**config.mk**
```make
export PLATFORM = sky130hd
export DESIGN_NAME = fxa_front
export DESIGN_NICKNAME = d
export VERILOG_FILES = /design/src/rtl/core/fxa_pkg.sv /design/src/rtl/core/fxa_front.sv
export SDC_FILE = /design/constraint.sdc
export NUM_CORES = 2
export LEC_CHECK = 0
export ABC_CLOCK_PERIOD_IN_PS = 10250
export BUFFER_PORTS_ARGS = -buffer_cell sky130_fd_sc_hd__clkbuf_2
export CAP_MARGIN = 20
export CORE_MARGIN = 2
export CORE_UTILIZATION = 25
export CTS_CLUSTER_DIAMETER = 100
export CTS_CLUSTER_SIZE = 14
export DETAILED_ROUTE_END_ITERATION = 7
export REMOVE_ABC_BUFFERS = 1
export SLEW_MARGIN = 5
export SYNTH_ARGS = -nofsm -noshare
export SYNTH_HDL_FRONTEND = slang
export SYNTH_SLANG_ARGS = --single-unit
```
**constraint.sdc**
```tcl
create_clock -name i_clk -period 10.25 [get_ports i_clk]
set_input_delay 1.025 -clock i_clk [delete_from_list [all_inputs] [get_ports i_clk]]
set_output_delay 1.025 -clock i_clk [all_outputs]
set_load 0.02 [all_outputs]
```
**src/rtl/core/fxa_pkg.sv**
```systemverilog
// shared types and constants of the q24.8 fixed-point alu
package fxa_pkg;

    localparam int W  = 32;
    localparam int PW = 64;

    typedef enum logic [3:0] {
        OP_ADD      = 4'd0,
        OP_SUB      = 4'd1,
        OP_MUL      = 4'd2,
        OP_DIV      = 4'd3,
        OP_GT       = 4'd4,
        OP_LT       = 4'd5,
        OP_GE       = 4'd6,
        OP_LE       = 4'd7,
        OP_EQ       = 4'd8,
        OP_NE       = 4'd9,
        OP_MIN      = 4'd10,
        OP_MAX      = 4'd11,
        OP_INC      = 4'd12,
        OP_DEC      = 4'd13,
        OP_FROM_INT = 4'd14,
        OP_TO_INT   = 4'd15
    } t_op;

    typedef enum logic [1:0] {
        K_SIMPLE = 2'd0,
        K_MUL    = 2'd1,
        K_DIV    = 2'd2
    } t_kind;

    typedef struct packed {
        t_kind                 kind;
        logic                  neg;
        logic signed [PW-1:0]  prod;
        logic [W-1:0]          val;
        logic                  cmp;
        logic                  ovf;
        logic                  dz;
    } t_side;

    localparam logic [W-1:0] S_MAX = {1'b0, {(W-1){1'b1}}};
    localparam logic [W-1:0] S_MIN = {1'b1, {(W-1){1'b0}}};

endpackage

```
**src/rtl/core/fxa_front.sv**
```systemverilog
// first stage: simple operations, multiplier and divider setup
module fxa_front #(
    parameter int FRAC_BITS = 8
) (
    input  logic                         i_clk,
    input  logic                         i_rst_n,
    input  logic                         i_en,
    input  logic                         i_valid,
    input  logic [3:0]                   i_op,
    input  logic signed [31:0]           i_a,
    input  logic signed [31:0]           i_b,
    output logic                         o_valid,
    output fxa_pkg::t_side               o_side,
    output logic [32+FRAC_BITS-1:0]      o_num,
    output logic [31:0]                  o_den
);
    import fxa_pkg::*;

    localparam int NW = W + FRAC_BITS;

    logic                  r_valid;
    t_side                 r_side, n_side;
    logic [NW-1:0]         r_num;
    logic [W-1:0]          r_den;
    logic signed [W:0]     sum, dif;
    logic [W-1:0]          mag_a, mag_b;
    logic [FRAC_BITS:0]    hi;
    logic                  lt, eq;

    always_comb begin
        sum   = {i_a[W-1], i_a} + {i_b[W-1], i_b};
        dif   = {i_a[W-1], i_a} - {i_b[W-1], i_b};
        mag_a = i_a[W-1] ? W'(-i_a) : W'(i_a);
        mag_b = i_b[W-1] ? W'(-i_b) : W'(i_b);
        hi    = i_a[W-1 -: FRAC_BITS+1];
        lt    = i_a < i_b;
        eq    = i_a == i_b;
        n_side      = '0;
        n_side.kind = K_SIMPLE;
        n_side.prod = PW'(i_a * i_b);
        n_side.neg  = i_a[W-1] ^ i_b[W-1];
        case (t_op'(i_op))
            OP_ADD: begin
                n_side.ovf = sum[W] ^ sum[W-1];
                n_side.val = n_side.ovf ? (sum[W] ? S_MIN : S_MAX) : sum[W-1:0];
            end
            OP_SUB: begin
                n_side.ovf = dif[W] ^ dif[W-1];
                n_side.val = n_side.ovf ? (dif[W] ? S_MIN : S_MAX) : dif[W-1:0];
            end
            OP_MUL: n_side.kind = K_MUL;
            OP_DIV: begin
                if (i_b == '0) begin
                    n_side.dz = 1'b1;
                end else begin
                    n_side.kind = K_DIV;
                end
            end
            OP_GT: n_side.cmp = !lt && !eq;
            OP_LT: n_side.cmp = lt;
            OP_GE: n_side.cmp = !lt;
            OP_LE: n_side.cmp = lt || eq;
            OP_EQ: n_side.cmp = eq;
            OP_NE: n_side.cmp = !eq;
            OP_MIN: n_side.val = lt ? i_a : i_b;
            OP_MAX: n_side.val = (!lt && !eq) ? i_a : i_b;
            OP_INC: begin
                n_side.ovf = (i_a == S_MAX);
                n_side.val = n_side.ovf ? S_MAX : W'(i_a + 32'sd1);
            end
            OP_DEC: begin
                n_side.ovf = (i_a == S_MIN);
                n_side.val = n_side.ovf ? S_MIN : W'(i_a - 32'sd1);
            end
            OP_FROM_INT: begin
                n_side.ovf = !((&hi) || !(|hi));
                n_side.val = n_side.ovf ? (i_a[W-1] ? S_MIN : S_MAX)
                                        : W'(i_a <<< FRAC_BITS);
            end
            OP_TO_INT: n_side.val = W'(i_a >>> FRAC_BITS);
            default: n_side.val = '0;
        endcase
    end

    always_ff @(posedge i_clk) begin
        if (!i_rst_n) begin
            r_valid <= 1'b0;
        end else if (i_en) begin
            r_valid <= i_valid;
        end
        if (i_en) begin
            r_side <= n_side;
            r_num  <= {mag_a, {FRAC_BITS{1'b0}}};
            r_den  <= mag_b;
        end
    end

    assign o_valid = r_valid;
    assign o_side  = r_side;
    assign o_num   = r_num;
    assign o_den   = r_den;

endmodule

```
==> run summary <==
worst min-delay path category -> reg2reg
largest net degree at the start of global routing -> 75
most common cell in the netlist -> fa_1
Synth Register Bits -> 167
antenna violations before repair -> 20
post-route ant nets -> 0
RSZ-0062 raised after global routing -> false
post-synthesis sequential area ratio -> 10.19%
total grt overflow -> 0
Die Height -> 447.2 um
via count -> 38.01k
Reg clk slew, reported paths -> 0.08 ns
Post-synth EDFFs -> 166
cts hold-fix bufs -> 0
commonest cells in the netlist -> 1084 x fa_1, 1035 x inv_1, 627 x nand2_1
Max stage delay on crit path -> 0.62 ns
yosys warns -> 0
CP max FO -> 19
Final Hold Fails -> 0
CP required -> 10.58 ns
outcome -> finished, final reports clean
Cells after Synth -> 5340
Setup Buffers After CTS -> 0
top cell type's share of synthesized area -> 44.19%
Routed WL per cell -> 21.55 um
I/O pin count -> 247
critical path class -> in2reg
clk_skew -> 0 ns
Die W -> 447.2 um
CORE AREA -> 195000 um^2
drt pass-1 iters -> 6
drt initial violations -> 3000
slew of the pin with the lowest slew margin -> 1.057 ns
Max Slew Vio Count -> 0
fmax -> 0.1072 GHz
Worst Path Buf+Inv -> 4
global-route wire length before repair -> 265400 um
Syn Area/Cell -> 9.197 um^2
routability congestion estimate -> 0.9418
final setup vio count -> 0
cell family with most CP delay -> adder cells
root buf cell -> clkbuf_16
IO Port Bufs -> 238
critical-path cell list -> clkbuf_2, buf_4, nand2_1, fa_1, fa_1, fa_1, fa_1, inv_1, fa_1, fa_1, fa_1, fa_1, ha_1, and4_1, a221oi_1, o21ai_1, o21ba_2, o41ai_2, o21ai_1, nor2b_1, buf_4, a41o_1, mux2i_1, a2111oi_0
row cnt -> 162
Total Routing Usage GR -> 17.78%
crit path max-delay cell type -> clkbuf_2
Post-CTS Resized -> 0
Nets -> 6820
CP most frequent cell -> fa_1
MaxCap Viol Count -> 0
Synth async-reset ratio -> 0%
synth top area cells -> fa_1 44%, edfxtp_1 10%, inv_1 7.9%, ha_1 6.4%, and2_1 5.6%
CTS max path bufs -> 2
Max-slew headroom -> 29.51%
initial cell density of the core -> 25.19%
TNS Setup -> 0 ns
routed wire length -> 173500 um
fin util -> 27.77%
share of cells above drive strength 1 -> 8.903%
htree depth -> 4
fin crit period -> 9.327 ns
fin crit share -> 90.99%
Layout area overhead -> 10.24%
clock sinks -> 167
cell accounting for the most synthesized area -> fa_1
CP arrival -> 9.66 ns
top_reg_cell synth -> edfxtp_1
Post-DP HPWL -> 142000 um
TritonCTS clock tree -> done
worst skew pair latency -> 0.56 ns
fillers -> 20.79k
Critical Path Sink Type -> flop
Setup crit start kind -> primary input
CTS Buf Count -> 17
die area -> 200000 um^2
count of unique library cells instantiated by Yosys -> 87
Mapped Area -> 49110 um^2
DRC viols -> 0
vias in the first global route -> 41.03k
vias per std cell -> 4.721
-- cell usage in the layout (no fill, tap or decap), types with 161 or more instances in the layout --
master,Yosys,routed
fa_1,1084,1084
inv_1,1035,1035
nand2_1,627,627
and2_1,440,440
ha_1,252,252
clkbuf_2,0,237
nor2_1,229,229
o21ai_0,187,187
a21oi_1,177,177
edfxtp_1,166,166
xnor2_1,162,161
-- per-layer routing --
| metal | vias to the layer above | share of wire, % | global-route usage, % |
|---|---|---|---|
| li1 | 16480 | - | - |
| met1 | 19750 | 39 | 22.00 |
| met2 | 1423 | 49 | 30.01 |
| met3 | 338 | 6.5 | 2.997 |
| met4 | 26 | 5.3 | 8.478 |
| met5 | - | 0.097 | 0 |
-- final timing paths --
path | slack [ns] | to | startpoint | cells past startpoint
max | 0.92 | o_side[91] | i_b[2] | 24
min | 0.52 | o_valid | o_valid | 2
max reg2reg | 9.66 | o_valid | o_valid | 2
min reg2reg | 0.52 | o_valid | o_valid | 2
-- through the flow --
stage	hold WS, ns	cells	area (um^2)	setup slack, ns
after floorplan	0.5893	5005	47760	1.860
after global placement	0.4970	8017	53520	0.4870
after detailed placement	0.5140	8017	53520	0.3404
after CTS	0.5371	8049	54130	1.020
after global routing	0.5658	8050	54140	0.4991
final	0.5245	8052	54140	0.9234
-- area by class of cell --
class                           count  area [um^2]  area share (%)
Tap cell                         2624         3283           6.064
Sequential cell                   167         5005           9.244
Inverter                         1043         3915           7.231
Clock buffer                       17        425.4          0.7857
Multi-Input combinational cell   3795        38890           71.84
Clock inverter                     15        183.9          0.3397
Antenna cell                        3        7.507         0.01387
Timing Repair Buffer              388         2426           4.481
-- cell families after synthesis --
group / Yosys count / share of synthesized area, %
buffers and inverters: 1385 / 10.76
adders and majority gates: 1336 / 50.61
DFF: 167 / 10.19
AOI/OAI and AO/OA: 616 / 7.931
other: 1 / 0.007636
and+or+nand+nor: 1566 / 15.50
xor gates and xnor gates: 214 / 3.817
muxes: 55 / 1.177
-- worst min-delay path: cells and delay by family (launching register included) --
family / cells / cell delay, ns
AND/OR/NAND/NOR: 1 / 0.10
multiplexers: 1 / 0.06
flip-flops: 1 / 0.33
-- flip-flops by register name, indices dropped and copies added (netlist names) --
signal   count
o_num       32
o_side     102
o_den       32
o_valid      1
Power is not shown: default switching activity piles up to over one toggle a cycle in this logic, so the estimate is an artifact.
