## src/rtl/core/fxa_pkg.sv

```systemverilog
// shared types and constants of the q24.8 fixed-point alu
package fxa_pkg;

    localparam int W  = 32;
    localparam int PW = 64;

    typedef enum logic [3:0] {
        OP_ADD      = 4'd0,
        OP_SUB      = 4'd1,
        OP_MUL      = 4'd2,
        OP_DIV      = 4'd3,
        OP_GT       = 4'd4,
        OP_LT       = 4'd5,
        OP_GE       = 4'd6,
        OP_LE       = 4'd7,
        OP_EQ       = 4'd8,
        OP_NE       = 4'd9,
        OP_MIN      = 4'd10,
        OP_MAX      = 4'd11,
        OP_INC      = 4'd12,
        OP_DEC      = 4'd13,
        OP_FROM_INT = 4'd14,
        OP_TO_INT   = 4'd15
    } t_op;

    typedef enum logic [1:0] {
        K_SIMPLE = 2'd0,
        K_MUL    = 2'd1,
        K_DIV    = 2'd2
    } t_kind;

    typedef struct packed {
        t_kind                 kind;
        logic                  neg;
        logic signed [PW-1:0]  prod;
        logic [W-1:0]          val;
        logic                  cmp;
        logic                  ovf;
        logic                  dz;
    } t_side;

    localparam logic [W-1:0] S_MAX = {1'b0, {(W-1){1'b1}}};
    localparam logic [W-1:0] S_MIN = {1'b1, {(W-1){1'b0}}};

endpackage

```

## src/rtl/core/fxa_back.sv

```systemverilog
// last stage: rounding, saturation and result register
module fxa_back #(
    parameter int FRAC_BITS = 8
) (
    input  logic                      i_clk,
    input  logic                      i_rst_n,
    input  logic                      i_en,
    input  logic                      i_valid,
    input  fxa_pkg::t_side            i_side,
    input  logic [31:0]               i_rem,
    input  logic [32+FRAC_BITS-1:0]   i_quo,
    input  logic [31:0]               i_den,
    output logic                      o_valid,
    output logic [31:0]               o_val,
    output logic                      o_cmp,
    output logic                      o_ovf,
    output logic                      o_dz
);
    import fxa_pkg::*;

    localparam int NW = W + FRAC_BITS;
    localparam logic [PW-1:0] HALF = PW'(1) << (FRAC_BITS - 1);

    logic            r_valid, r_cmp, r_ovf, r_dz;
    logic [W-1:0]    r_val;
    logic [PW-1:0]   pmag, mag, limit;
    logic [NW:0]     qr;
    logic            up, neg;
    logic [W-1:0]    n_val;
    logic            n_ovf;

    always_comb begin
        pmag  = i_side.prod[PW-1] ? PW'(-i_side.prod) : PW'(i_side.prod);
        up    = {i_rem, 1'b0} >= {1'b0, i_den};
        qr    = {1'b0, i_quo} + (NW+1)'(up);
        if (i_side.kind == K_MUL) begin
            mag = (pmag + HALF) >> FRAC_BITS;
            neg = i_side.prod[PW-1];
        end else begin
            mag = PW'(qr);
            neg = i_side.neg;
        end
        limit = neg ? PW'(S_MIN) : PW'(S_MAX);
        n_val = i_side.val;
        n_ovf = i_side.ovf;
        if (i_side.kind != K_SIMPLE) begin
            if (mag > limit) begin
                n_ovf = 1'b1;
                n_val = neg ? S_MIN : S_MAX;
            end else begin
                n_ovf = 1'b0;
                n_val = neg ? W'(-mag[W-1:0]) : mag[W-1:0];
            end
        end
    end

    always_ff @(posedge i_clk) begin
        if (!i_rst_n) begin
            r_valid <= 1'b0;
        end else if (i_en) begin
            r_valid <= i_valid;
        end
        if (i_en) begin
            r_val <= n_val;
            r_ovf <= n_ovf;
            r_cmp <= i_side.cmp;
            r_dz  <= i_side.dz;
        end
    end

    assign o_valid = r_valid;
    assign o_val   = r_val;
    assign o_cmp   = r_cmp;
    assign o_ovf   = r_ovf;
    assign o_dz    = r_dz;

endmodule

```

## config.mk

```make
export PLATFORM = sky130hd
export DESIGN_NAME = fxa_back
export DESIGN_NICKNAME = d
export VERILOG_FILES = /design/src/rtl/core/fxa_pkg.sv /design/src/rtl/core/fxa_back.sv
export SDC_FILE = /design/constraint.sdc
export NUM_CORES = 1
export LEC_CHECK = 0
export ABC_AREA = 1
export BUFFER_PORTS_ARGS = -buffer_cell sky130_fd_sc_hd__buf_2
export CAP_MARGIN = 10
export CORE_AREA = 2 2 155 157
export CTS_CLUSTER_SIZE = 30
export DETAILED_ROUTE_END_ITERATION = 10
export DIE_AREA = 0 0 157 159
export GPL_ROUTABILITY_DRIVEN = 1
export PLACE_DENSITY = 0.7
export RECOVER_POWER = 100
export SLEW_MARGIN = 20
export SYNTH_ARGS = -nofsm -noshare
export SYNTH_HDL_FRONTEND = slang
export SYNTH_SLANG_ARGS = --single-unit
```

## constraint.sdc

```tcl
create_clock -name i_clk -period 7.2 [get_ports i_clk]
set_input_delay 0.36 -clock i_clk [delete_from_list [all_inputs] [get_ports i_clk]]
set_output_delay 0.36 -clock i_clk [all_outputs]
set_load 0.1 [all_outputs]
```

==> impl_results.md, run 1 <==
* Initial Utilization at 46.23%
* RSZ-0062 raised after global routing: no
* CP Data Required Time at 7.23 ns
* Clock Path Buffers at 2
* Crit path max-delay family: simple AND/OR/NAND/NOR gates
* FILL cells at 2,615
* Crit path arrival time at 6.63 ns
* Gr usage total at 30.03%
* Largest stage delay on the critical path at 0.52 ns
* Final GP Congestion at 0.9571
* Fin. Hold Viols at 0
* Sw frac at 51.02%
* Buffers added on ports at 245
* YS warnings at 0
* Synthesized cell area at 10,720 sq um
* R2R depth at 2
* Initial DRC Count at 1,217
* TNS Setup at 0 ns
* Router iterations before antenna repair at 6
* PD cells at 99.68 nW/um^2
* # hold bufs at CTS at 0
* Root Driver: clkbuf_16
* Leakage dissipation at 6.313 nW
* Status: finished with violations
* R2R Path End: o_valid
* Async S/R FF share, synth at 0%
* IO Count at 246
* FF/Latch Area at 1071 sq um
* Failing checks: capacitance limit, slew limit
* GRT overflow at 0
* Yosys reg bits at 36
* Setup violations, final at 0
* Seq/Total Area, Yosys at 9.989%
* Worst-margin pin slew at 1.945 ns
* Largest net degree at the start of global routing at 113
* Sum of buffers and inverters on the critical path at 6
* Reg2Reg Setup Slack at 6.49 ns
* Min cycle time layout at 6.600 ns
* Reg2reg start: o_valid
* CP Capture Type: register
* Cell count along the critical path at 39
* ANT nets after route at 0
* Pins Over Slew Limit at 38
* Critical path's slowest cell: nor3b_1
* Grt met3 use at 2.259%
* Vias in the first global route at 12.38k
* Util after Layout at 52.65%
* Switch Pwr at 621.0 uW
* HPWL after detailed placement at 33.52 mm
* WL/cell at 15.07 microns
* GR Layer Usage met2 at 51.91%
* Max Freq at 0.1515 GHz
* Maxcap violations at 1
* Hold WC Path Type: input port to register
* Final cycle utilization of the critical path at 91.67%
* Clk_lat worst skew at 0.28 ns
* Post-Route WL at 38.49 mm
* CP max FO at 5
* Logic gate share of total power at 60.6%
* Vias/cell at 5.290
* Yosys cell types at 52
* Avg Inst Size Synth at 5.339 sq um
* CORE AREA at 23,190 sq um
* Layer with the highest usage: met2
* P&R area growth vs syn at 13.89%
* First-pass GRT wire length at 60.69 mm
* Critical path class: input port to register
* CTS Buf Count at 5
* Die area at 24,960 sq um
* Die W at 157 microns
* Setup crit end: o_val[1]
* Startpoint Class: input port
* CTS tree: done
* Initial antenna violation count at 1
* Cells after synthesis at 2,008
* Peak supply drop at 108.6 uV
* Post-synth EDFFs at 35
* Max transition margin at -29.69%
* CTS clk-pin slew, worst paths at 0.05 ns
* Clock share of power at 18.0%
* Deepest level of the CTS H-tree at 2
* Post-Route Skew at 0 ns
* Area occupied by multi-input gates at 8373 sq um
* FP Rows at 56
* Nets at 2,510
* Net Count, Synth at 2,285
* Dominant synthesized flop cell: edfxtp_1
* CTS sink cnt at 36
* Sequential share of power at 21.5%
* Die Y at 159 microns
* Int Power at 596.1 uW
* Pwr Total at 1.217 mW
* Crit path top cell by count: nand2_1
* Via count at 13.51k
* Final routed DRC violation total at 0
* Setup crit start: i_den[4]
* GR Layer Usage met1 at 39.68%
* Share of cells above drive strength 1 at 15.26%
## layer usage
| metal | vias to the layer above | wire length (microns) |
|---|---|---|
| met5 | - | 0 |
| met1 | 5979 | 16780 |
| met3 | 83 | 2726 |
| li1 | 6893 | - |
| met2 | 555 | 17770 |
| met4 | 0 | 1218 |
## area by class of cell
type,instances,area share [%]
multi-input combinational,1677,68.57
timing repair buffer,252,10.11
sequential,36,8.771
inverter,261,8.023
tap,319,3.269
clock buffer,7,1.168
clock inverter,1,0.06148
antenna,1,0.02049
## cell usage in the layout, fill, tap and decap left out, types with 6 or more instances in the layout
master,Yosys,final
o21ai_0,42,40
nand3b_1,12,12
nand4_1,48,48
nand3_1,217,217
nand2_2,28,28
nor2_4,19,20
a21oi_1,46,72
inv_2,14,14
o21ai_1,4,6
xor2_1,35,35
nor2_2,24,24
nor3_1,28,28
nand3_2,8,8
edfxtp_1,35,35
nor2_1,294,293
buf_4,1,8
buf_2,9,207
inv_1,245,245
nor4_1,12,11
clkbuf_1,11,38
ha_1,67,67
nand2_1,715,715
## cell families (layout without fill, tap and decap cells)
group	Yosys count	in the layout	synth area share, %
AOI/OAI and AO/OA	144	144	8.379
xor gates and xnor gates	38	38	3.104
adders and majority gates	67	67	7.819
buffers and inverters	295	521	11.13
DFF	36	36	9.990
other	0	1	0
and+or+nand+nor	1428	1428	59.58
## state kept, by name, indices dropped and copies added (netlist names)
register	cells
o_val	32
o_cmp	1
o_dz	1
o_ovf	1
o_valid	1
## synthesized netlist by cell type, drive strengths merged (2+ instances only)
library cell  count  area (sq um)
nor4             12         75.07
xnor2             3         26.28
a31oi             2         12.51
ha               67         838.3
nand2           747          2904
a211oi            3         22.52
or2               5         31.28
nand4            48         300.3
a21oi            76         493.0
buf              23         172.7
clkinv            2         7.510
nor3b             2         15.01
nand3           228          1219
inv             259         972.2
xor2             35         306.5
nor3             29         150.1
o211ai            2         15.01
o21bai            4         30.03
clkbuf           11         41.29
nor2            342          1568
nand3b           13         110.1
edfxtp           35          1051
o21a              2         15.01
o21ai            46         230.2
## metrics by stage
stage	area (sq um)	hold WS, ns	instances	setup WS [ns]
6_report	12210	0.2574	2554	0.6001
2_1_floorplan	10720	0.4535	2008	2.019
5_1_grt	12210	0.2558	2554	0.1222
3_3_place_gp	12200	0.5170	2545	0.1442
3_5_place_dp	12200	0.5379	2545	0.07332
4_1_cts	12350	0.2550	2553	0.3353
## power groups by stage
stage	Clock (mW)	Combinational [mW]	Sequential (mW)
floorplan	0	0.382	0.417
global placement	0	0.729	0.264
detailed placement	0	0.741	0.265
CTS	0.221	0.744	0.261
global route	0.227	0.812	0.263
finish	0.219	0.737	0.261
## repair_timing
item | 4_1_cts | 5_1_grt
setup endpoints to repair | 0 | 32
buffers inserted | 0 | 0
gates resized for setup | 0 | 2
## worst min-delay path by stage
stage / from / endpoint / slack (ns) / cells after the start
global route: i_side[2] / o_cmp / 0.26 / 1
global placement: o_valid / o_valid / 0.52 / 2
finish: i_side[0] / o_dz / 0.26 / 1
floorplan: i_en / o_valid / 0.45 / 1
detailed placement: o_valid / o_valid / 0.54 / 2
CTS: i_side[0] / o_dz / 0.26 / 1
Note: power is estimated with default switching activity, not from simulation.
==> inputs of run 2 (changes only) <==
--- a/config.mk
+++ b/config.mk
@@ -9,6 +9,7 @@
 export BUFFER_PORTS_ARGS = -buffer_cell sky130_fd_sc_hd__buf_2
 export CAP_MARGIN = 10
 export CORE_AREA = 2 2 155 157
+export CTS_BUF_LIST = sky130_fd_sc_hd__clkbuf_16
 export CTS_CLUSTER_SIZE = 30
 export DETAILED_ROUTE_END_ITERATION = 10
 export DIE_AREA = 0 0 157 159
==> run 2 against run 1 <==
Worst setup slack improved by 0.020 ns. Clock skew did not move. The flow still finishes with violations (capacitance limit, slew limit). Global-route usage did not move. Critical path depth did not move. Design area barely moved. Combinational power barely moved. Hold slack improved by 0.00062 ns. Die area did not move. Register-to-register slack barely moved.
==> impl_results.md, run 2 (synthesis gave the netlist of run 1 again) <==
* First-pass GRT wire length at 60.69 mm (unchanged)
* Post-Route WL at 38.44 mm (was 38.49 mm)
* GRT overflow at 0 (unchanged)
* Leakage dissipation at 6.311 nW (was 6.313 nW)
* Vias in the first global route at 12.38k (about the same)
* CTS sink cnt at 36 (unchanged)
* Share of cells above drive strength 1 at 15.22% (was 15.26%)
* Final cycle utilization of the critical path at 91.39% (was 91.67%)
* Initial DRC Count at 1,252 (was 1,217)
* Peak supply drop at 108.5 uV (was 108.6 uV)
* FILL cells at 2,619 (was 2,615)
* CP max FO at 5 (unchanged)
* Pwr Total at 1.204 mW (was 1.217 mW)
* PD cells at 98.69 nW/um^2 (was 99.68 nW/um^2)
* Via count at 13.52k (was 13.51k)
* Area occupied by multi-input gates at 8373 sq um (unchanged)
* Setup violations, final at 0 (unchanged)
* Crit path top cell by count: nand2_1 (unchanged)
* Critical path class: input port to register (unchanged)
* CP Data Required Time at 7.23 ns (about the same)
* Post-cts resize count at 0 (unchanged)
* Initial Utilization at 46.23% (unchanged)
* CP Capture Type: register (unchanged)
* IO Count at 246 (unchanged)
* Nets at 2,510 (unchanged)
* Post-Route Skew at 0 ns (unchanged)
* Die Y at 159 microns (unchanged)
* Commonest non-fill, non-tap cells in the layout: nand2_1, nor2_1, inv_1, nand3_1, buf_2 (unchanged)
* CTS tree: done (unchanged)
* Hold WC Path Type: input port to register (unchanged)
* Vias/cell at 5.295 (was 5.290)
* P&R area growth vs syn at 13.79% (was 13.89%)
* Max Freq at 0.1520 GHz (was 0.1515 GHz)
* Setup Buffers After CTS at 0 (unchanged)
* Status: finished with violations (unchanged)
* ANT nets after route at 0 (unchanged)
* Deepest level of the CTS H-tree at 2 (unchanged)
* Reg2Reg Setup Slack at 6.49 ns (about the same)
* HPWL after detailed placement at 33.52 mm (unchanged)
* # hold bufs at CTS at 0 (unchanged)
* Clk_lat worst skew at 0.27 ns (was 0.28 ns)
* Worst-margin pin slew at 1.929 ns (was 1.945 ns)
* FP Rows at 56 (unchanged)
* Min cycle time layout at 6.580 ns (was 6.600 ns)
* Max reg flops at 32 (unchanged)
* Maxcap violations at 1 (unchanged)
* CORE AREA at 23,190 sq um (unchanged)
* Root Driver: clkbuf_16 (unchanged)
* WL/cell at 15.05 microns (was 15.07 microns)
* CTS clk-pin slew, worst paths at 0.05 ns (about the same)
* Gr usage total at 30.03% (unchanged)
* Clock Path Buffers at 2 (unchanged)
* FF/Latch Area at 1071 sq um (unchanged)
* Initial antenna violation count at 1 (unchanged)
* Buffers added on ports at 245 (unchanged)
* Die area at 24,960 sq um (unchanged)
* Failing checks: capacitance limit, slew limit (unchanged)
* Router iterations before antenna repair at 6 (unchanged)
* Pins Over Slew Limit at 38 (unchanged)
* Largest stage delay on the critical path at 0.53 ns (was 0.52 ns)
* Commonest non-fill, non-tap cell in the layout: nand2_1 (unchanged)
* CTS Buf Count at 5 (unchanged)
* Max transition margin at -28.61% (was -29.69%)
* Startpoint Class: input port (unchanged)
* RSZ-0062 raised after global routing: no (unchanged)
* Crit path arrival time at 6.61 ns (was 6.63 ns)
* TNS Setup at 0 ns (unchanged)
* Final GP Congestion at 0.9571 (unchanged)
* Critical path's slowest cell: nor3b_1 (unchanged)
* Final routed DRC violation total at 0 (unchanged)
* Fin. Hold Viols at 0 (unchanged)
* Die W at 157 microns (unchanged)
* Largest net degree at the start of global routing at 113 (unchanged)
==> run 2: final timing paths <==
kind	end	startpoint	depth (start not counted)
worst max-delay path	o_val[1]	i_den[4]	39
worst min-delay path	o_dz	i_side[0]	1
worst max register to register	o_valid	o_valid	2
worst min register to register	o_valid	o_valid	2
==> run 2: per-layer routing <==
layer / up-vias / wire (microns) / share of wire, % / GRT usage [%]
met5: - / 0 / 0 / 0
met3: 80 / 2771 / 7.2 / 2.314
met2: 566 / 17800 / 46 / 51.89
met1: 5978 / 16630 / 43 / 39.65
met4: 0 / 1244 / 3.2 / 9.049
li1: 6899 / - / - / -
==> run 2: through the flow <==
step	hold WS, ns	instances	setup slack, ns	utilization, %	instance area, sq um
final	0.2580	2554	0.6203	52.61	12200
after global routing	0.2558	2554	0.1220	52.61	12200
after CTS	0.2550	2553	0.3344	53.19	12340
after detailed placement	0.5379	2545	0.07332	52.58	12200
after global placement	0.5170	2545	0.1442	52.58	12200
after floorplan	0.4535	2008	2.019	-	10720
==> run 2: final cells by class <==
class                   count  share of cell area [%]
diodes                      1                 0.02051
flip-flops and latches     36                   8.779
inverters                 261                   8.030
well taps                 319                   3.271
repair buffers            252                   10.12
clock buffers               5                   1.026
clock inverters             3                  0.1231
multi-input cells        1677                   68.63
==> run 2: power by group <==
group          switching (mW)  internal [mW]
registers             0.00530          0.256
logic                   0.534          0.202
clock network          0.0806          0.126
==> run 2: worst max-delay path: cells and delay by family <==
family / cells / cell delay (ns)
and+or+nand+nor: 23 / 3.57
xor gates and xnor gates: 1 / 0.16
buffers and inverters: 6 / 0.41
AOI/OAI and AO/OA: 6 / 1.23
adders and majority gates: 3 / 0.83
