<file path="config.mk">
export PLATFORM = sky130hd
export DESIGN_NAME = fxa_div_stage
export DESIGN_NICKNAME = d
export VERILOG_FILES = /design/src/rtl/core/fxa_pkg.sv /design/src/rtl/core/fxa_div_stage.sv
export SDC_FILE = /design/constraint.sdc
export NUM_CORES = 1
export LEC_CHECK = 0
export ABC_CLOCK_PERIOD_IN_PS = 3610
export BUFFER_PORTS_ARGS = -buffer_cell sky130_fd_sc_hd__buf_2
export CORE_AREA = 2 2 192 194
export DETAILED_ROUTE_END_ITERATION = 6
export DIE_AREA = 0 0 194 196
export SYNTH_ARGS = -nofsm -noshare
export SYNTH_HDL_FRONTEND = slang
export SYNTH_SLANG_ARGS = --single-unit
export TNS_END_PERCENT = 100
</file>
<file path="constraint.sdc">
create_clock -name i_clk -period 3.61 [get_ports i_clk]
set_clock_uncertainty 0.15 [all_clocks]
set_input_delay 0.722 -clock i_clk [delete_from_list [all_inputs] [get_ports i_clk]]
set_output_delay 0.722 -clock i_clk [all_outputs]
set_load 0.05 [all_outputs]
</file>
<file path="src/rtl/core/fxa_pkg.sv">
// shared types and constants of the q24.8 fixed-point alu
package fxa_pkg;

    localparam int W  = 32;
    localparam int PW = 64;

    typedef enum logic [3:0] {
        OP_ADD      = 4'd0,
        OP_SUB      = 4'd1,
        OP_MUL      = 4'd2,
        OP_DIV      = 4'd3,
        OP_GT       = 4'd4,
        OP_LT       = 4'd5,
        OP_GE       = 4'd6,
        OP_LE       = 4'd7,
        OP_EQ       = 4'd8,
        OP_NE       = 4'd9,
        OP_MIN      = 4'd10,
        OP_MAX      = 4'd11,
        OP_INC      = 4'd12,
        OP_DEC      = 4'd13,
        OP_FROM_INT = 4'd14,
        OP_TO_INT   = 4'd15
    } t_op;

    typedef enum logic [1:0] {
        K_SIMPLE = 2'd0,
        K_MUL    = 2'd1,
        K_DIV    = 2'd2
    } t_kind;

    typedef struct packed {
        t_kind                 kind;
        logic                  neg;
        logic signed [PW-1:0]  prod;
        logic [W-1:0]          val;
        logic                  cmp;
        logic                  ovf;
        logic                  dz;
    } t_side;

    localparam logic [W-1:0] S_MAX = {1'b0, {(W-1){1'b1}}};
    localparam logic [W-1:0] S_MIN = {1'b1, {(W-1){1'b0}}};

endpackage

</file>
<file path="src/rtl/core/fxa_div_stage.sv">
// one quotient bit of the pipelined restoring divider
module fxa_div_stage #(
    parameter int NW = 40
) (
    input  logic                 i_clk,
    input  logic                 i_rst_n,
    input  logic                 i_en,
    input  logic                 i_valid,
    input  fxa_pkg::t_side       i_side,
    input  logic [31:0]          i_rem,
    input  logic [NW-1:0]        i_quo,
    input  logic [NW-1:0]        i_num,
    input  logic [31:0]          i_den,
    output logic                 o_valid,
    output fxa_pkg::t_side       o_side,
    output logic [31:0]          o_rem,
    output logic [NW-1:0]        o_quo,
    output logic [NW-1:0]        o_num,
    output logic [31:0]          o_den
);
    import fxa_pkg::*;

    logic            r_valid;
    t_side           r_side;
    logic [W-1:0]    r_rem, r_den;
    logic [NW-1:0]   r_quo, r_num;
    logic [W:0]      part, diff;
    logic            ge;

    always_comb begin
        part = {i_rem, i_num[NW-1]};
        diff = part - {1'b0, i_den};
        ge   = part >= {1'b0, i_den};
    end

    always_ff @(posedge i_clk) begin
        if (!i_rst_n) begin
            r_valid <= 1'b0;
        end else if (i_en) begin
            r_valid <= i_valid;
        end
        if (i_en) begin
            r_side <= i_side;
            r_rem  <= ge ? diff[W-1:0] : part[W-1:0];
            r_quo  <= {i_quo[NW-2:0], ge};
            r_num  <= {i_num[NW-2:0], 1'b0};
            r_den  <= i_den;
        end
    end

    assign o_valid = r_valid;
    assign o_side  = r_side;
    assign o_rem   = r_rem;
    assign o_quo   = r_quo;
    assign o_num   = r_num;
    assign o_den   = r_den;

endmodule

</file>
==> impl_summary.txt, run 1 <==
----------------------------------------------------
[Synthesis]
  Yosys Warn Count ... 0
  Count of state elements after synthesis ... 246
  Post-Synthesis Net Count ... 878
  Part of the Yosys area used for sequential elements ... 0.767
  Count of different cell masters after synthesis ... 50
  Post-Syn Instances ... 595
  Top flip-flop cell by instance count after synthesis ... sky130_fd_sc_hd__edfxtp_1
  Average footprint of a synthesized cell ... 16.2 um^2
  Count of flip-flops with a built-in enable after synthesis ... 245
  Proportion of synthesized flip-flops having asynchronous set or reset ... 0
  Cell area after synthesis ... about 0.0096 mm^2

[Finish]
  Area growth syn-to-layout ... 46.7%
  Final design utilization ... 0.391
  Most common cell after layout, fill and taps aside ... sky130_fd_sc_hd__buf_2
  Commonest cells after routing, fill and taps aside ... sky130_fd_sc_hd__buf_2, sky130_fd_sc_hd__edfxtp_1, sky130_fd_sc_hd__buf_4
  Layout cells sized above 1 ... 0.518
  Final cell area excluding filler cells ... 0.0141 mm^2
  Nets@finish ... 1,454

[Die]
  Y dimension of the die ... just under 200 um
  Overall die area ... 0.0380 mm^2
  Io pins ... 497
  Overall die width ... 194 um
  Initial Util ... 0.266
  Cell Rows ... 70
  Area of the core ... 0.0361 mm^2

[Detailed routing]
  Number of detailed-route iterations in the first pass ... 5
  Via count ... 7,316
  Average vias per placed instance ... 4.39
  Sum of routed wire length over all layers ... roughly 33,000 um
  DRC Markers ... 0
  Post-detailed-route wirelength per cell ... 20.0 um
  Number of nets still failing antenna checks after routing ... 0
  DRT iter0 DRCs ... 407

[Clock tree]
  Clock root buffer ... sky130_fd_sc_hd__clkbuf_16
  CTS sink count ... roughly 250
  Clock-pin slew reported for the worst setup and hold paths after clock tree synthesis ... 0.06 ns
  TritonCTS buffer count ... 28
  Quantity of gates resized following cts ... 0
  Clock tree from TritonCTS ... built
  Insertion delay of the later-clocked pin in the worst-skew pair ... 0.54 ns
  CTS Buffer Depth ... 3
  Total setup buffers inserted after CTS ... 0
  Count of hold buffers inserted by post-cts repair ... 0
  CTS H-tree depth ... 1

[Hold path]
  Start point of the worst hold path ... i_side[76]
  Endpoint, Worst Hold ... o_side[76]
  Number of stages on the worst hold path ... 1
  Path category of the worst min-delay check ... in2reg

[Setup path]
  Crit end category ... flop
  R2r startpoint ... o_valid
  Setup slack of the worst register-to-register path ... roughly 2.9 ns
  Worst Path Arrival ... 3.55 ns
  Maximum fanout along the worst path ... 2
  Worst Reg2Reg Path Length in Cells ... 2
  Type of the worst setup path ... in2reg
  Worst r2r dst ... o_valid
  Startpoint type of the worst setup path ... input pin
  Worst endpoint required time ... 3.76 ns

[Placed design]
  Post-DP HPWL ... 26,300 um
  Final estimated routing congestion in global placement ... slightly below 0.9
  Worst slack at placement ... -0.373 ns
  Number of buffer cells added on primary ports ... 494
  Post-Place Cell Area ... 0.0132 mm^2

[Global route]
  Maximum number of pins on one net before global-route repair ... 73
  All-Layer GR Usage ... 0.164
  Via count of the first global-routing pass ... 7,393
  Global-route wire length before repair ... 46,400 um
  Antenna violations before repair ... 7
  Aggregate global routing overflow ... 0

[Power]
  Largest vdd supply drop ... 0.392 mV
  Leakage power figure ... 6.21 nW
  Total power per unit cell area ... 589 mW/mm^2

[Timing]
  Min cycle time layout ... 3.41 ns
  Number of pins exceeding their max-slew limit in the final report ... 0
  Transition time at the pin with the least slew margin ... 0.609 ns
  Final worst-path setup slack ... 0.204 ns
  Final Hold Slack ... 0.200 ns
  Unrepaired setup endpoints after global routing ... false
  Final number of hold-violating endpoints ... 0
  Setup tns final ... 0 ns
  Worst slew margin ... 0.594
  Count of final setup violators ... 0
  Share of the clock period used by the worst path ... 0.944
  Max Clock Freq ... 294 MHz

[Flow run]
  Max-cap violations ... 0

[Status]
  Run status ... complete, no violations

----------------------------------------------------
## through the flow
step / total power [mW] / instances
3_5_place_dp: 5.52 / 1609
4_1_cts: 8.42 / 1661
2_1_floorplan: 4.82 / 595
3_3_place_gp: 5.51 / 1609
6_report: 8.31 / 1668
5_1_grt: 8.64 / 1666
## cells in the mapped netlist, types with 6 or more instances
| master | n | area, um^2 |
|---|---|---|
| sky130_fd_sc_hd__xor2_1 | 12 | 105 |
| sky130_fd_sc_hd__mux2_2 | 6 | 67.6 |
| sky130_fd_sc_hd__nand2_1 | 26 | 97.6 |
| sky130_fd_sc_hd__inv_1 | 38 | 143 |
| sky130_fd_sc_hd__edfxtp_1 | 245 | 7360 |
| sky130_fd_sc_hd__o21a_1 | 6 | 45.0 |
| sky130_fd_sc_hd__ha_1 | 32 | 400 |
| sky130_fd_sc_hd__nand4_1 | 8 | 50.1 |
| sky130_fd_sc_hd__a21oi_1 | 56 | 280 |
| sky130_fd_sc_hd__buf_2 | 8 | 40.0 |
| sky130_fd_sc_hd__nor2_1 | 35 | 131 |
| sky130_fd_sc_hd__xnor2_1 | 15 | 131 |
| sky130_fd_sc_hd__clkbuf_1 | 6 | 22.5 |
| sky130_fd_sc_hd__a21o_1 | 12 | 90.1 |
| sky130_fd_sc_hd__o21ai_0 | 16 | 80.1 |
| sky130_fd_sc_hd__nand3_1 | 8 | 40.0 |
## flip-flops by register name (all words and copies together), names as in the netlist
signal and cells:
o_side 102, o_rem 32, o_num 39, o_quo 40, o_valid 1, o_den 32
## worst max-delay path: stages
cell and delay (ns):
sky130_fd_sc_hd__buf_2 0.10, sky130_fd_sc_hd__inv_1 0.04, sky130_fd_sc_hd__ha_1 0.22, sky130_fd_sc_hd__fa_1 0.39
sky130_fd_sc_hd__nand2b_1 0.18, sky130_fd_sc_hd__a21oi_1 0.19, sky130_fd_sc_hd__o21ai_0 0.17, sky130_fd_sc_hd__o311a_1 0.36
sky130_fd_sc_hd__a31oi_1 0.19, sky130_fd_sc_hd__buf_4 0.14, sky130_fd_sc_hd__a21oi_1 0.10, sky130_fd_sc_hd__buf_4 0.15
sky130_fd_sc_hd__o21ai_0 0.20, sky130_fd_sc_hd__xor2_1 0.10, sky130_fd_sc_hd__mux2_1 0.30
## power breakdown
part	internal [mW]	total (mW)	switching (mW)
combinational	0.521	1.95	1.43
sequential	3.44	3.51	0.0662
clock	1.69	2.86	1.17
total	5.65	8.31	2.66
## cell type report
| cell class | count | area (um^2) |
|---|---|---|
| timing repair buffer | 565 | 3050 |
| sequential | 246 | 7380 |
| inverter | 38 | 143 |
| clock buffer | 33 | 741 |
| tap | 468 | 586 |
| fill | 3463 | 22000 |
| antenna | 7 | 17.5 |
| multi-input combinational | 292 | 2000 |
| clock inverter | 19 | 184 |
## kinds of logic (layout without fill, tap and decap cells)
| group | count (synthesis) | count (layout) | share of synthesized area |
|---|---|---|---|
| AOI/OAI and AO/OA | 119 | 119 | 0.0761 |
| xor gates and xnor gates | 27 | 27 | 0.0246 |
| adders and majority gates | 33 | 33 | 0.0437 |
| buffers and inverters | 57 | 655 | 0.0250 |
| DFF | 246 | 246 | 0.767 |
| muxes | 12 | 12 | 0.0138 |
| other | 1 | 8 | 0.000390 |
| and+or+nand+nor | 100 | 100 | 0.0491 |
## per-layer routing
metal / vias to the layer above / GRT usage / part of all wire
met5: - / 0 / 0
met4: 0 / 0.0744 / 0.033
met3: 58 / 0.0464 / 0.077
met2: 311 / 0.278 / 0.50
met1: 3531 / 0.194 / 0.39
li1: 3416 / - / -
## worst max-delay path by stage
stage | startpoint | endpoint | cells past startpoint
3_3_place_gp | i_num[39] | o_rem[30] | 14
3_5_place_dp | i_num[39] | o_rem[30] | 14
5_1_grt | i_num[39] | o_rem[26] | 15
6_report | i_num[39] | o_rem[26] | 15
2_1_floorplan | i_den[7] | o_rem[13] | 12
4_1_cts | i_num[39] | o_rem[30] | 14
(Power assumes the default switching activity.)
==> inputs of run 2 (changes only) <==
- ABC_CLOCK_PERIOD_IN_PS: 3610 -> 3850
- CORE_AREA: 2 2 192 194 -> 2 2 194 196
- DIE_AREA: 0 0 194 196 -> 0 0 196 198
- GPL_ROUTABILITY_DRIVEN: unset -> 0
- clock period: 3.61 -> 3.85 ns (I/O delays scaled with it)
==> run 2 against run 1 <==
Total power shrank 6.0%. Register-to-register slack gained 0.20 ns. Combinational power shrank 8%. Highest routed layer is now met5. Core utilization shrank 1.2 points. Sequential power shrank 6.3%.
==> impl_summary.txt, run 2 (synthesis results as in run 1) <==
----------------------------------------------------
[Setup path]
  CP Buf/Inv Count ... 3 (was 4)
  Crit end category ... flop (unchanged)
  Cells along the critical path ... buf_2, inv_1, ha_1, fa_1, nand2b_1, a21oi_1, o21ai_0, o311a_1, a31oi_1, buf_4, a21oi_1, o41ai_1, xor2_1, mux2_1 (was buf_2, inv_1, ha_1, fa_1, nand2b_1, a21oi_1, o21ai_0, o311a_1, a31oi_1, buf_4, a21oi_1, buf_4, o21ai_0, xor2_1, mux2_1)
  R2r startpoint ... o_valid (unchanged)
  Worst endpoint required time ... 4.00 ns (was 3.76 ns)
  Most used cell, CP ... sky130_fd_sc_hd__a21oi_1
  Slowest Stage Delay on Critical Path ... 0.39 ns (about the same)
  Worst r2r dst ... o_valid (unchanged)
  CP max-delay cell ... sky130_fd_sc_hd__fa_1 (unchanged)
  Startpoint type of the worst setup path ... input pin (unchanged)
  Type of the worst setup path ... in2reg (unchanged)
  Maximum fanout along the worst path ... 2 (unchanged)
  Worst Reg2Reg Path Length in Cells ... 2 (unchanged)
  Setup slack of the worst register-to-register path ... 3.07 ns (was 2.87 ns)
  Worst Path Arrival ... 3.66 ns (was 3.55 ns)
  Kind of cell with the highest combined delay on the critical path ... compound AO/OA/AOI/OAI gates (unchanged)

[Global route]
  All-Layer GR Usage ... 0.160 (was 0.164)
  Maximum number of pins on one net before global-route repair ... 66 (was 73)
  Global-route wire length before repair ... 45,700 um (was 46,400 um)
  Via count of the first global-routing pass ... 7,272 (was 7,393)
  Antenna violations before repair ... 7 (unchanged)
  Aggregate global routing overflow ... 0 (unchanged)

[Timing]
  Count of final setup violators ... 0 (unchanged)
  Final number of hold-violating endpoints ... 0 (unchanged)
  Min cycle time layout ... approximately 3.5 ns
  Max Clock Freq ... 285 MHz
  Transition time at the pin with the least slew margin ... 0.564 ns (was 0.609 ns)
  Worst slew margin ... 0.624 (was 0.594)
  Share of the clock period used by the worst path ... 0.911
  Unrepaired setup endpoints after global routing ... false (unchanged)
  Number of pins exceeding their max-slew limit in the final report ... 0 (unchanged)
  Final Hold Slack ... 0.217 ns (was 0.200 ns)

[Clock tree]
  Quantity of gates resized following cts ... 0 (unchanged)
  CTS H-tree depth ... 1 (unchanged)
  CTS Buffer Depth ... 3 (unchanged)
  Clock root buffer ... sky130_fd_sc_hd__clkbuf_16 (unchanged)
  Clock tree from TritonCTS ... built (unchanged)
  Count of hold buffers inserted by post-cts repair ... 0 (unchanged)
  Insertion delay of the later-clocked pin in the worst-skew pair ... 0.57 ns (was 0.54 ns)
  CTS sink count ... 246 (unchanged)
  Total setup buffers inserted after CTS ... 0 (unchanged)
  TritonCTS buffer count ... 28 (unchanged)
  Clock-pin slew reported for the worst setup and hold paths after clock tree synthesis ... 0.07 ns (was 0.06 ns)

[Die]
  Overall die width ... 196 um (was 194 um)
  Cell Rows ... 71 (was 70)
  Overall die area ... 0.0388 mm^2 (was 0.0380 mm^2)
  Initial Util ... 0.260 (was 0.266)
  Y dimension of the die ... 198 um (was 196 um)
  Area of the core ... 0.0370 mm^2 (was 0.0361 mm^2)
  Io pins ... 497 (unchanged)

[Hold path]
  Number of stages on the worst hold path ... 1 (unchanged)
  Path category of the worst min-delay check ... in2reg (unchanged)
  Start point of the worst hold path ... i_num[18] (was i_side[76])
  Endpoint, Worst Hold ... o_num[19] (was o_side[76])

[Power]
  Largest vdd supply drop ... 0.340 mV (was 0.392 mV)
  Total power per unit cell area ... 558 mW/mm^2 (was 589 mW/mm^2)
  Leakage power figure ... 6.14 nW (was 6.21 nW)

[Detailed routing]
  Routed met2 length ... 16,100 um (was 16,600 um)
  DRC Markers ... 0 (unchanged)
  Post-detailed-route wirelength per cell ... 19.7 um (was 20.0 um)
  Number of nets still failing antenna checks after routing ... 0 (unchanged)
  Number of detailed-route iterations in the first pass ... 5 (unchanged)
  Met3 Routed Length ... 2680 um (was 2570 um)
  DRT iter0 DRCs ... 432 (was 407)
  Uppermost metal layer occupied by signal nets ... met5 (was met4)
  Via count ... 7,290 (was 7,316)
  Average vias per placed instance ... 4.41 (was 4.39)
  Met1 Routed Length ... 12,400 um (was 13,000 um)
  Sum of routed wire length over all layers ... 32,600 um (was 33,300 um)

[Finish]
  Most common cell after layout, fill and taps aside ... sky130_fd_sc_hd__buf_2 (unchanged)
  Commonest cells after routing, fill and taps aside ... sky130_fd_sc_hd__buf_2, sky130_fd_sc_hd__edfxtp_1, sky130_fd_sc_hd__a21oi_1 (was sky130_fd_sc_hd__buf_2, sky130_fd_sc_hd__edfxtp_1, sky130_fd_sc_hd__buf_4)
  Flip-flop count of the largest register, all copies and words added ... 102 (unchanged)
  Nets@finish ... 1,437 (was 1,454)
  Final design utilization ... 0.379 (was 0.391)
  Number of filler instances in the final layout ... 3,595 (was 3,463)
  Area growth syn-to-layout ... 45.5% (was 46.7%)
  Layout cells sized above 1 ... 0.515 (was 0.518)

[Status]
  Run status ... complete, no violations (unchanged)

[Flow run]
  Max-cap violations ... 0 (unchanged)

[Placed design]
  Number of buffer cells added on primary ports ... 494 (unchanged)
  Post-DP HPWL ... 25,900 um (was 26,300 um)

----------------------------------------------------
## run 2: worst max path at each step
stage,start,endpoint,slack [ns],cells past startpoint
after floorplan,i_den[7],o_rem[13],0.16,12
final,i_num[39],o_rem[30],0.34,14
after detailed placement,i_num[39],o_rem[30],-0.21,14
after global routing,i_num[39],o_rem[30],0.25,14
after CTS,i_num[39],o_rem[30],0.36,14
after global placement,i_num[39],o_rem[30],-0.19,14
## run 2: final cells by class
class / count / area (um^2) / share of cell area
diodes: 4 / 10.0 / 0.000715
inverters: 38 / 143 / 0.0102
well taps: 474 / 593 / 0.0424
clock buffers: 33 / 729 / 0.0521
clock inverters: 19 / 230 / 0.0165
flip-flops and latches: 246 / 7380 / 0.527
repair buffers: 548 / 2910 / 0.208
multi-input cells: 292 / 2000 / 0.143
## run 2: per-stage QoR
step | instances | power [mW] | setup WS [ns] | setup TNS (ns) | instance area, um^2
after floorplan | 595 | 4.52 | 0.159 | 0 | 9610
after global placement | 1598 | 5.13 | -0.186 | -0.501 | 13000
after detailed placement | 1598 | 5.14 | -0.208 | -0.608 | 13000
after CTS | 1650 | 7.90 | 0.364 | 0 | 14000
after global routing | 1651 | 8.10 | 0.247 | 0 | 14000
final | 1654 | 7.81 | 0.343 | 0 | 14000
## run 2: where the power goes
part / switching [mW] / internal (mW) / total, mW
Clock: 1.15 / 1.59 / 2.73
Sequential: 0.0604 / 3.23 / 3.29
Combinational: 1.32 / 0.465 / 1.79
## run 2: layer usage
metal	up-vias	track usage
met2	324	0.273
met4	8	0.0707
met5	-	0
met3	69	0.0543
li1	3383	-
met1	3506	0.182
==> inputs of run 3 (changes only) <==
- REMOVE_ABC_BUFFERS: unset -> 1
==> run 3 against run 2 <==
Hold slack better by 0.012 ns. Register-to-register slack better by 0.03 ns. Core utilization is 0.091 points lower. Via count is 0.85% lower. Setup slack worse by 0.22 ns. Sequential share of layout area is 0.13 points higher. Flip-flop and latch count stayed put. Critical endpoint unchanged. Clock-buffer cell count is 1 lower. Fmax is 5.8% lower. Global-route usage hardly changed. Final cell count is 0.67% lower. Critical path type unchanged.
==> impl_summary.txt, run 3 (synthesis results as in run 1) <==
----------------------------------------------------
[Clock tree]
  Clock tree from TritonCTS ... built (unchanged)
  Quantity of gates resized following cts ... 0 (unchanged)
  CTS H-tree depth ... 1 (unchanged)
  CTS Buffer Depth ... 3 (unchanged)
  TritonCTS buffer count ... 30 (was 28)
  Insertion delay of the later-clocked pin in the worst-skew pair ... 0.56 ns (was 0.57 ns)
  CTS sink count ... 246 (unchanged)
  Count of hold buffers inserted by post-cts repair ... 0 (unchanged)
  Clock root buffer ... sky130_fd_sc_hd__clkbuf_16 (unchanged)
  Total setup buffers inserted after CTS ... 0 (unchanged)
  Clock-pin slew reported for the worst setup and hold paths after clock tree synthesis ... 0.06 ns (was 0.07 ns)

[Setup path]
  Worst Path Arrival ... 3.88 ns (was 3.66 ns)
  Kind of cell with the highest combined delay on the critical path ... compound AO/OA/AOI/OAI gates (unchanged)
  CP max-delay cell ... sky130_fd_sc_hd__fa_1 (unchanged)
  Slowest Stage Delay on Critical Path ... 0.41 ns (was 0.39 ns)
  Type of the worst setup path ... in2reg (unchanged)
  Worst Reg2Reg Path Length in Cells ... 2 (unchanged)
  Crit end category ... flop (unchanged)
  CP Buf/Inv Count ... 2 (was 3)
  Most used cell, CP ... sky130_fd_sc_hd__a21oi_1 (unchanged)
  Maximum fanout along the worst path ... 3 (was 2)
  Startpoint type of the worst setup path ... input pin (unchanged)
  Worst r2r dst ... o_valid (unchanged)
  Worst endpoint required time ... 4.00 ns (about the same)
  R2r startpoint ... o_valid (unchanged)
  Cells along the critical path ... buf_2, inv_1, ha_1, fa_1, nand2b_1, a21oi_1, o21ai_0, o311a_1, a31oi_1, a21oi_1, o41ai_1, xor2_1, mux2_1 (was buf_2, inv_1, ha_1, fa_1, nand2b_1, a21oi_1, o21ai_0, o311a_1, a31oi_1, buf_4, a21oi_1, o41ai_1, xor2_1, mux2_1)
  Setup slack of the worst register-to-register path ... 3.10 ns (was 3.07 ns)

[Detailed routing]
  Post-detailed-route wirelength per cell ... 20.0 um (was 19.7 um)
  Number of nets still failing antenna checks after routing ... 0 (unchanged)
  DRC Markers ... 0 (unchanged)
  DRT iter0 DRCs ... 343 (was 432)
  Number of detailed-route iterations in the first pass ... 5 (unchanged)
  Via count ... 7,228 (was 7,290)
  Sum of routed wire length over all layers ... 32,900 um (was 32,600 um)
  Average vias per placed instance ... 4.40 (was 4.41)

[Status]
  Run status ... complete, no violations (unchanged)

[Timing]
  Count of final setup violators ... 0 (unchanged)
  Number of pins exceeding their max-slew limit in the final report ... 0 (unchanged)
  Final Hold Slack ... 0.229 ns (was 0.217 ns)
  Unrepaired setup endpoints after global routing ... false (unchanged)
  Final worst-path setup slack ... 0.126 ns (was 0.343 ns)
  Min cycle time layout ... 3.72 ns (was 3.51 ns)
  Worst slew margin ... 0.560 (was 0.624)
  Transition time at the pin with the least slew margin ... 0.658 ns (was 0.564 ns)
  Final number of hold-violating endpoints ... 0 (unchanged)
  Max Clock Freq ... 269 MHz (was 285 MHz)
  Share of the clock period used by the worst path ... 0.967 (was 0.911)

[Die]
  Initial Util ... 0.260 (unchanged)
  Area of the core ... 0.0370 mm^2 (unchanged)
  Overall die area ... 0.0388 mm^2 (unchanged)
  Cell Rows ... 71 (unchanged)
  Io pins ... 497 (unchanged)
  Y dimension of the die ... 198 um (unchanged)
  Overall die width ... 196 um (unchanged)

[Finish]
  Most common cell after layout, fill and taps aside ... sky130_fd_sc_hd__buf_2 (unchanged)
  Fin cells ... 1,643 (was 1,654)
  Flip-flop count of the largest register, all copies and words added ... 102 (unchanged)
  Commonest cells after routing, fill and taps aside ... sky130_fd_sc_hd__buf_2, sky130_fd_sc_hd__edfxtp_1, sky130_fd_sc_hd__a21oi_1 (unchanged)
  Area growth syn-to-layout ... 45.2% (was 45.5%)
  Nets@finish ... 1,423 (was 1,437)
  Final design utilization ... 0.378 (was 0.379)
  Layout cells sized above 1 ... 0.507 (was 0.515)

[Placed design]
  Number of buffer cells added on primary ports ... 494 (unchanged)
  Number of cells in the design after placement ... 1,582 (was 1,598)
  Worst slack at placement ... -0.383 ns (was -0.208 ns)
  Post-DP HPWL ... 26,000 um (was 25,900 um)

[Power]
  Leakage power figure ... 6.09 nW (was 6.14 nW)
  Total power per unit cell area ... 567 mW/mm^2 (was 558 mW/mm^2)
  Largest vdd supply drop ... 0.517 mV (was 0.340 mV)
  Pwr Total ... 7.92 mW (was 7.81 mW)

[Hold path]
  Path category of the worst min-delay check ... in2reg (unchanged)
  Number of stages on the worst hold path ... 1 (unchanged)
  Start point of the worst hold path ... i_side[73] (was i_num[18])
  Endpoint, Worst Hold ... o_side[73] (was o_num[19])

[Global route]
  Maximum number of pins on one net before global-route repair ... 76 (was 66)
  Aggregate global routing overflow ... 0 (unchanged)
  Global routing usage on met2 ... 0.277 (was 0.273)
  Met1 usage ... 0.187 (was 0.182)
  Via count of the first global-routing pass ... 7,174 (was 7,272)
  Antenna violations before repair ... 14 (was 7)
  Met3 usage ... 0.0521 (was 0.0543)
  All-Layer GR Usage ... 0.159 (was 0.160)
  Global-route wire length before repair ... 45,600 um (was 45,700 um)
  Most Used Layer, Global Route ... met2 (unchanged)

[Flow run]
  Max-cap violations ... 0 (unchanged)

----------------------------------------------------
[run 3: changes by cell type in the layout (fill, tap and decap cells not counted), sizes merged]
| cell | delta |
|---|---|
| buf | -16 |
| clkinvlp | +3 |
| bufinv | +1 |
| clkbuf | -1 |
| clkinv | +1 |
| diode | +1 |
[run 3: worst register-to-register path, delay by kind of cell (launching register included)]
family	cells	cell delay, ns
muxes	1	0.12
DFF	1	0.31
and+or+nand+nor	1	0.06
[run 3: power by group]
part | total [mW] | switching, mW | internal, mW
logic | 1.78 | 1.32 | 0.456
registers | 3.29 | 0.0571 | 3.23
clock network | 2.86 | 1.16 | 1.70
total | 7.92 | 2.53 | 5.39
[run 3: area by class of cell]
type                       count  area, um^2
fill                        3607       23000
antenna                        5        12.5
clock buffer                  32         758
sequential                   246        7380
clock inverter                24         248
multi-input combinational    292        2000
tap                          474         593
timing repair buffer         532        2830
inverter                      38         143
[run 3: worst max-delay path by stage]
stage                     startpoint   endpoint  cells after the start
final                      i_num[39]  o_rem[30]                     13
after global routing       i_num[39]  o_rem[30]                     13
after CTS                  i_num[39]  o_rem[30]                     13
after detailed placement   i_num[39]  o_rem[30]                     13
after global placement     i_num[39]  o_rem[30]                     13
after floorplan             i_den[7]  o_rem[10]                     10
[run 3: per-layer routing]
metal | wire [um] | part of all wire | vias up
met5 | 117 | 0.0036 | -
met4 | 796 | 0.024 | 16
met3 | 2700 | 0.082 | 53
met2 | 16500 | 0.50 | 312
met1 | 12800 | 0.39 | 3485
li1 | - | - | 3362
[run 3: per-stage QoR]
stage          TNS [ns]  instance area, um^2
6_report              0                14000
3_5_place_dp     -0.692                12900
3_3_place_gp     -0.639                12900
2_1_floorplan    -10.42                 9520
4_1_cts               0                13900
5_1_grt               0                13900
